[config.mk]
export PLATFORM = sky130hd
export DESIGN_NAME = angle_slew_limiter
export DESIGN_NICKNAME = d
export VERILOG_FILES = /design/src/hw/rtl/asl_pkg.sv /design/src/hw/rtl/asl_step.sv /design/src/hw/rtl/angle_slew_limiter.sv
export SDC_FILE = /design/constraint.sdc
export NUM_CORES = 1
export LEC_CHECK = 0
export BUFFER_PORTS_ARGS = -buffer_cell sky130_fd_sc_hd__buf_2
export CAP_MARGIN = 20
export CORE_AREA = 2 2 94 187
export DETAILED_ROUTE_END_ITERATION = 12
export DIE_AREA = 0 0 96 189
export PLACE_DENSITY = 0.94
export SYNTH_ARGS = -nofsm -noshare
export SYNTH_HDL_FRONTEND = slang
export SYNTH_SLANG_ARGS = --single-unit
[constraint.sdc]
create_clock -name i_clk -period 14.2 [get_ports i_clk]
set_input_delay 2.84 -clock i_clk [delete_from_list [all_inputs] [get_ports i_clk]]
set_output_delay 2.84 -clock i_clk [all_outputs]
set_load 0.03 [all_outputs]
[src/hw/rtl/asl_pkg.sv]
// ----------------------------------------------------------------------------
// asl_pkg
// Shared types and constants for the angle slew limiter.
// ----------------------------------------------------------------------------
package asl_pkg;

    // Angle units are 2^-ANGLE_FRAC_BITS degree
    localparam int ANGLE_FRAC_BITS = 7;
    // Angle fields on the ports
    localparam int ANGLE_W = 16;
    // Step register width
    localparam int STEP_W  = 15;
    // Internal arithmetic width: holds sums of two 16-bit angles and a turn
    localparam int ACC_W   = 19;

    // Register map
    localparam int APB_DATA_W = 32;
    localparam int APB_ADDR_W = 3;
    localparam logic REG_SLEW_STEP = 1'b0;   // register index, paddr[2]
    localparam logic [STEP_W-1:0] STEP_RESET = 15'd128;

    typedef enum logic [1:0] {
        MODE_SHORTEST = 2'd0,
        MODE_CW       = 2'd1,
        MODE_CCW      = 2'd2
    } t_mode;

endpackage

[src/hw/rtl/asl_step.sv]
// ----------------------------------------------------------------------------
// asl_step
// One heading update: error by direction mode, clamp to step, wrap to +-180.
// ----------------------------------------------------------------------------
module asl_step (
    input  logic signed [asl_pkg::ANGLE_W-1:0] i_base,
    input  logic signed [asl_pkg::ANGLE_W-1:0] i_target,
    input  asl_pkg::t_mode                     i_mode,
    input  logic        [asl_pkg::STEP_W-1:0]  i_step,
    output logic signed [asl_pkg::ANGLE_W-1:0] o_heading
);
    import asl_pkg::*;

    localparam logic signed [ACC_W-1:0] HALF = ACC_W'(180 << ANGLE_FRAC_BITS);
    localparam logic signed [ACC_W-1:0] FULL = ACC_W'(360 << ANGLE_FRAC_BITS);

    // Reduce d into [0, FULL); |d| stays below two turns
    function automatic logic signed [ACC_W-1:0] turn_mod(
        input logic signed [ACC_W-1:0] d
    );
        logic signed [ACC_W-1:0] r;
        begin
            if (d >= FULL) begin
                r = d - FULL;
            end else if (d >= 0) begin
                r = d;
            end else if (d >= -FULL) begin
                r = d + FULL;
            end else begin
                r = d + (FULL <<< 1);
            end
            if (r >= FULL) begin
                r = r - FULL;
            end
            return r;
        end
    endfunction

    logic signed [ACC_W-1:0] w_base;
    logic signed [ACC_W-1:0] w_tgt;
    logic signed [ACC_W-1:0] w_step;
    logic signed [ACC_W-1:0] w_fwd;
    logic signed [ACC_W-1:0] w_err;
    logic signed [ACC_W-1:0] w_mag;
    logic signed [ACC_W-1:0] w_next;
    logic signed [ACC_W-1:0] w_wrap_hi;
    logic signed [ACC_W-1:0] w_wrap;

    assign w_base = ACC_W'(i_base);
    assign w_tgt  = ACC_W'(i_target);
    assign w_step = $signed({{(ACC_W-STEP_W){1'b0}}, i_step});
    assign w_fwd  = w_tgt - w_base;

    always_comb begin
        case (i_mode)
            MODE_SHORTEST: begin
                if (w_fwd > HALF) begin
                    w_err = w_fwd - FULL;
                end else if (w_fwd < -HALF) begin
                    w_err = w_fwd + FULL;
                end else begin
                    w_err = w_fwd;
                end
            end
            MODE_CW: w_err = -turn_mod(w_base - w_tgt);
            default: w_err = turn_mod(w_fwd);   // counterclockwise
        endcase
    end

    assign w_mag = w_err[ACC_W-1] ? -w_err : w_err;

    always_comb begin
        if (w_mag <= w_step) begin
            w_next = w_tgt;
        end else if (w_err > 0) begin
            w_next = w_base + w_step;
        end else begin
            w_next = w_base - w_step;
        end
    end

    // Wrap once from above, then once from below
    assign w_wrap_hi = (w_next > HALF) ? w_next - FULL : w_next;
    assign w_wrap    = (w_wrap_hi < -HALF) ? w_wrap_hi + FULL : w_wrap_hi;
    assign o_heading = w_wrap[ANGLE_W-1:0];

endmodule

[src/hw/rtl/angle_slew_limiter.sv]
// ----------------------------------------------------------------------------
// angle_slew_limiter
// Heading rate limiter with wraparound, 1/128 degree fixed point.
// ----------------------------------------------------------------------------
// Usage:
//   Input stream: each request carries a target heading and the measured
//   heading in tdata and a direction mode in tuser. Each request yields one
//   result on the output stream: the kept heading after stepping toward the
//   target by at most the slew step, wrapped into +-180 degrees.
//   The first request after reset seeds the kept heading from the measured
//   heading; later requests ignore the measured heading.
//   An accepted request passes through the input register, then the result
//   register. Throughput: one request per cycle while the receiver takes
//   results; the single update path between the input and result registers
//   sets that figure, and the kept heading written with each result feeds
//   the next request. Backpressure: when the receiver stalls, the result
//   register holds and the input register holds behind it; tready drops
//   only when both are full. Reset clears both valids, the seed flag and the
//   kept heading, and loads the slew step with 128 (one degree). The slew
//   step is to be written by the user over the APB port at address 0 only
//   while idle; the block does not enforce this.
// ----------------------------------------------------------------------------
module angle_slew_limiter (
    input  logic                              i_clk,
    input  logic                              i_rst_n,
    // APB configuration port
    input  logic                              psel,
    input  logic                              penable,
    input  logic                              pwrite,
    input  logic [asl_pkg::APB_ADDR_W-1:0]    paddr,
    input  logic [asl_pkg::APB_DATA_W-1:0]    pwdata,
    output logic [asl_pkg::APB_DATA_W-1:0]    prdata,
    output logic                              pready,
    // Input stream
    input  logic                              i_s_axis_tvalid,
    output logic                              o_s_axis_tready,
    input  logic [31:0]                       i_s_axis_tdata,  // target_angle, measured_angle
    input  logic [1:0]                        i_s_axis_tuser,  // direction_mode
    // Output stream
    output logic                              o_m_axis_tvalid,
    input  logic                              i_m_axis_tready,
    output logic [15:0]                       o_m_axis_tdata   // ramped_angle
);
    import asl_pkg::*;

    localparam logic signed [ANGLE_W-1:0] HALF_TURN =
        ANGLE_W'(180 << ANGLE_FRAC_BITS);

    // Configuration
    logic [STEP_W-1:0] r_step;

    // Input register
    logic                      r_s1_valid;
    logic signed [ANGLE_W-1:0] r_s1_target;
    logic signed [ANGLE_W-1:0] r_s1_measured;
    t_mode                     r_s1_mode;

    // Heading state
    logic signed [ANGLE_W-1:0] r_kept;
    logic                      r_seeded;

    // Result register
    logic                      r_out_valid;
    logic signed [ANGLE_W-1:0] r_out_data;

    logic                      w_in_accept;
    logic                      w_s1_move;
    logic                      w_cfg_write;
    logic signed [ANGLE_W-1:0] w_base;
    logic signed [ANGLE_W-1:0] n_kept;

    // ---------------------------------------------------------------- APB
    assign pready      = 1'b1;
    assign w_cfg_write = psel & penable & pwrite & pready;

    always_ff @(posedge i_clk) begin
        if (!i_rst_n) begin
            r_step <= STEP_RESET;
        end else if (w_cfg_write && paddr[2] == REG_SLEW_STEP) begin
            r_step <= pwdata[STEP_W-1:0];
        end
    end

    // Only the step register exists; addresses with paddr[2] set read as zero
    assign prdata = (paddr[2] == REG_SLEW_STEP) ?
                    {{(APB_DATA_W-STEP_W){1'b0}}, r_step} : '0;

    // ---------------------------------------------------------- handshake
    // Advance the input register whenever the result register frees up
    assign w_s1_move       = r_s1_valid & (~r_out_valid | i_m_axis_tready);
    assign o_s_axis_tready = ~r_s1_valid | w_s1_move;
    assign w_in_accept     = i_s_axis_tvalid & o_s_axis_tready;

    always_ff @(posedge i_clk) begin
        if (!i_rst_n) begin
            r_s1_valid <= 1'b0;
        end else if (o_s_axis_tready) begin
            r_s1_valid <= i_s_axis_tvalid;
        end
    end

    always_ff @(posedge i_clk) begin
        if (w_in_accept) begin
            r_s1_target   <= i_s_axis_tdata[15:0];
            r_s1_measured <= i_s_axis_tdata[31:16];
            r_s1_mode     <= t_mode'(i_s_axis_tuser);
        end
    end

    // ------------------------------------------------------------- update
    // Seed from the measured heading on the first request after reset
    assign w_base = r_seeded ? r_kept : r_s1_measured;

    asl_step u_step (
        .i_base    (w_base),
        .i_target  (r_s1_target),
        .i_mode    (r_s1_mode),
        .i_step    (r_step),
        .o_heading (n_kept)
    );

    always_ff @(posedge i_clk) begin
        if (!i_rst_n) begin
            r_kept   <= '0;
            r_seeded <= 1'b0;
        end else if (w_s1_move) begin
            r_kept   <= n_kept;
            r_seeded <= 1'b1;
        end
    end

    // ------------------------------------------------------------- output
    always_ff @(posedge i_clk) begin
        if (!i_rst_n) begin
            r_out_valid <= 1'b0;
        end else if (w_s1_move) begin
            r_out_valid <= 1'b1;
        end else if (i_m_axis_tready) begin
            r_out_valid <= 1'b0;
        end
    end

    always_ff @(posedge i_clk) begin
        if (w_s1_move) begin
            r_out_data <= n_kept;
        end
    end

    assign o_m_axis_tvalid = r_out_valid;
    assign o_m_axis_tdata  = r_out_data;

    // --------------------------------------------------------- assertions
    // The shown result is always the heading that the next request builds on
    a_out_matches_kept: assert property (@(posedge i_clk) disable iff (!i_rst_n)
        r_out_valid |-> (r_out_data == r_kept))
        else $error("result register differs from kept heading");

    // A delivered heading is wrapped into +-180 degrees
    a_out_in_range: assert property (@(posedge i_clk) disable iff (!i_rst_n)
        r_out_valid |-> (r_out_data <= HALF_TURN && r_out_data >= -HALF_TURN))
        else $error("result heading outside half-turn range");

    // Once a request has been processed the heading is seeded
    a_seed_after_move: assert property (@(posedge i_clk) disable iff (!i_rst_n)
        w_s1_move |=> r_seeded)
        else $error("heading not seeded after first update");

endmodule
==> results.py <==
metrics = {
    "outcome": {
        "status": "complete, no violations",
    },
    "sta": {
        "hold-worst-slack_ns": 0.4700,
        "worst_slack_ns": 0.6753,
        "finalCriticalPeriod_ns": 13.52,
        "fin_worst_skew_ns": 0.01451,
        "final_hold_viol_count": 0,
        "finalSetupViolations": 0,
        "slew_headroom_pct": 30.05,
        "slew_viol_final": 0,
        "fin_setup_tns_ns": 0,
        "tightestPinTransition_ns": 1.038,
        "rsz0062_at_grt": "false",
        "fmax_mhz": 73.94,
        "period_share_pct": 95.24,
    },
    "place": {
        "place_ws_ns": 0.7693,
        "placed_cells": 1546,
        "io_buffers": 89,
        "dpl.hpwl_um": 26430,
        "place_congestion": 1.028,
    },
    "layout": {
        "ff_latch_area_mm2": 0.002183,
        "drive_gt1_share_pct": 13.87,
        "final_cells": 1562,
        "multi_input_area_mm2": 0.007268,
        "antenna_cells": 0,
        "post-route-util_pct": 65.78,
        "areaGrowthSynthToFinish_pct": 8.957,
        "fin_nets": 1512,
        "n_fill_cell": 1299,
    },
    "routing": {
        "first_pass_iters": 9,
        "drc_errors": 0,
        "wl_per_cell_um": 22.06,
        "viasPerCell": 6.862,
        "vias": 10718,
        "antenna_left": 0,
        "routed_wirelength_um": 34470,
        "drt_iter0_markers": 896,
    },
    "global_route": {
        "gr-total-overflow": 0,
        "grt_max_degree": 37,
        "antenna_found_initial": 0,
        "grt_pass1_wl_um": 53310,
        "grt_use_total_pct": 38.12,
        "grt_pass1_vias": 10583,
    },
    "run": {
        "maxCapViolations": 0,
    },
    "synth": {
        "synth_seq_area_share_pct": 21.66,
        "netlist_area_mm2": 0.01007,
        "yosysWarningCount": 0,
        "synth_cells": 1276,
        "ys.flop_type": "edfxtp_1",
        "async_flop_share_pct": 0,
        "syn_area_per_cell_um2": 7.894,
        "ys_ff_latch": 84,
        "synth-edff-count": 50,
        "synthDistinctLibCells": 104,
    },
    "setup_path": {
        "cp_slowest_stage_delay_ns": 0.67,
        "critPathKind": "reg -> reg",
        "path_max_fanout": 15,
        "crit_arrival_ns": 13.75,
        "cp.required_ns": 14.43,
        "rrSetupSlack_ns": 0.68,
        "endpoint_kind": "flop",
        "worst_r2r_path_depth": 49,
        "regToRegStartpoint": "r_seeded$_SDFFE_PN0P_",
        "slowest_stage": "a21oi_1",
        "worstSetupStartpointType": "flop",
        "r2r-end": "r_kept[11]$_SDFFE_PN0P_",
        "cp_top_family": "compound AO/OA/AOI/OAI gates",
        "cp.buffers_inverters": 2,
    },
    "clocking": {
        "clk_path_buf_depth": 2,
        "cts_setup_buffers": 0,
        "cts_made_buffers": 9,
        "ctsHoldBuffers": 0,
        "cts_root_buffer": "clkbuf_16",
        "clock_latency_ns": 0.35,
        "htree_levels": 3,
        "cts.sinks": 84,
        "cts_tree": "built",
        "clkTransAtPathRegs_ns": 0.06,
        "cts_resized": 0,
    },
    "die": {
        "io_pins": 127,
        "dieArea_mm2": 0.01814,
        "die_h_um": 189,
        "initial_core_util_pct": 60.38,
        "core_area_mm2": 0.01668,
        "chipWidth_um": 96,
        "core.rowCount": 67,
    },
    "hold_path": {
        "hold_class": "reg -> reg",
        "worstHoldStart": "r_kept[6]$_SDFFE_PN0P_",
        "worstHoldEndpoint": "r_kept[6]$_SDFFE_PN0P_",
        "min_delay_path_depth": 2,
    },
    "pwr": {
        "p_leak_nw": 4.599,
        "ir_drop_v": 0.0004553,
        "power_density_mw_per_mm2": 254.9,
    },
}
[synth_stat cells (9+ instances only)]
| master | instances | area (µm²) |
|---|---|---|
| nand2_1 | 135 | 506.7 |
| nor2_1 | 92 | 345.3 |
| ha_1 | 82 | 1026 |
| inv_1 | 82 | 307.8 |
| o21ai_0 | 81 | 405.4 |
| a21oi_1 | 70 | 350.3 |
| xnor2_1 | 54 | 473.0 |
| edfxtp_1 | 50 | 1501 |
| nand3_1 | 39 | 195.2 |
| dfxtp_1 | 34 | 680.7 |
| mux2i_1 | 32 | 320.3 |
| nor3_1 | 31 | 155.2 |
| clkbuf_1 | 30 | 112.6 |
| a21boi_0 | 29 | 217.7 |
| a21o_1 | 23 | 172.7 |
| buf_4 | 23 | 172.7 |
| o211ai_1 | 20 | 150.1 |
| nand4_1 | 19 | 118.9 |
| xor2_1 | 18 | 157.7 |
| a31oi_1 | 16 | 100.1 |
| o21a_1 | 15 | 112.6 |
| or3_1 | 15 | 93.84 |
| a211oi_1 | 14 | 105.1 |
| buf_2 | 14 | 70.07 |
| o31ai_1 | 14 | 105.1 |
| nand2b_1 | 13 | 81.33 |
| and2_1 | 12 | 75.07 |
| nor2b_1 | 12 | 75.07 |
| nor4_1 | 11 | 68.82 |
| o211a_1 | 11 | 110.1 |
| and3_1 | 9 | 56.30 |
| o21ai_1 | 9 | 45.04 |
[cell families (layout without fill, tap and decap cells)]
kind of cell	Yosys count	in the layout	synth area share, %
xor gates and xnor gates	73	73	6.422
adders and majority gates	85	85	10.78
muxes	36	36	3.702
other	2	18	0.07456
DFF	84	84	21.66
and+or+nand+nor	430	430	21.23
buffers and inverters	153	216	6.808
AOI/OAI and AO/OA	413	413	29.32
[tightest hold or removal path: cells and delay by family (launching register included)]
kind	cells	cell delay, ns
AND/OR/NAND/NOR	1	0.05
AO/OA/AOI/OAI	1	0.07
flip-flops	1	0.31
[where the power goes]
part,internal (W),total (W),leakage (nW),switching [W]
combinational,0.000825,0.00221,3.70,0.00139
sequential,0.000344,0.000364,0.760,0.0000196
clock,0.000128,0.000221,0.141,0.0000935
total,0.00130,0.00280,4.60,0.00150
[sequential cells by signal, indices dropped and copies added (netlist names)]
| signal | count |
|---|---|
| o_m_axis_tdata | 16 |
| r_kept | 16 |
| r_s1_measured | 16 |
| r_s1_target | 16 |
| r_step | 15 |
| r_s1_mode | 2 |
| o_m_axis_tvalid | 1 |
| r_s1_valid | 1 |
| r_seeded | 1 |
[placed cells by master, fill, tap and decap left out, types with 23 or more instances in the layout]
cell type	netlist	final
o21ai_0	81	80
buf_2	14	89
a21o_1	23	23
buf_4	23	26
a21boi_0	29	29
dfxtp_1	34	33
nor2_1	92	92
a21oi_1	70	70
inv_1	82	82
ha_1	82	82
nand3_1	39	39
mux2i_1	32	32
nand2_1	135	135
edfxtp_1	50	50
nor3_1	31	31
xnor2_1	54	54
[layout make-up]
class	count	area share [%]
repair buffers	116	6.088
multi-input cells	1055	66.23
clock inverters	4	0.2052
well taps	207	2.360
clock buffers	11	2.314
inverters	85	2.907
flip-flops and latches	84	19.90
[through the flow]
stage	area (µm²)	total power, W
after detailed placement	10670	0.002432
after global routing	10970	0.002950
after floorplan	10130	0.001892
after CTS	10940	0.002687
final	10970	0.002798
after global placement	10670	0.002366
[layer usage]
| metal | wire length (µm) | part of all wire [%] | GRT usage [%] |
|---|---|---|---|
| met1 | 10950 | 32 | 36.69 |
| met3 | 2155 | 6.3 | 5.730 |
| met5 | 0 | 0 | 0 |
| met2 | 17430 | 51 | 65.57 |
| met4 | 3933 | 11 | 36.54 |
[how the worst max path moves through the flow]
stage                                      from                      end  slack [ns]  depth (start not counted)
after global placement    r_seeded$_SDFFE_PN0P_  r_kept[11]$_SDFFE_PN0P_        1.01                         48
after detailed placement  r_seeded$_SDFFE_PN0P_  r_kept[11]$_SDFFE_PN0P_        0.77                         53
after global routing      r_seeded$_SDFFE_PN0P_  r_kept[11]$_SDFFE_PN0P_        0.07                         50
after floorplan           r_seeded$_SDFFE_PN0P_  r_kept[11]$_SDFFE_PN0P_        2.59                         58
after CTS                 r_seeded$_SDFFE_PN0P_  r_kept[11]$_SDFFE_PN0P_        0.65                         48
final                     r_seeded$_SDFFE_PN0P_  r_kept[11]$_SDFFE_PN0P_        0.68                         49
(Power assumes the default switching activity.)
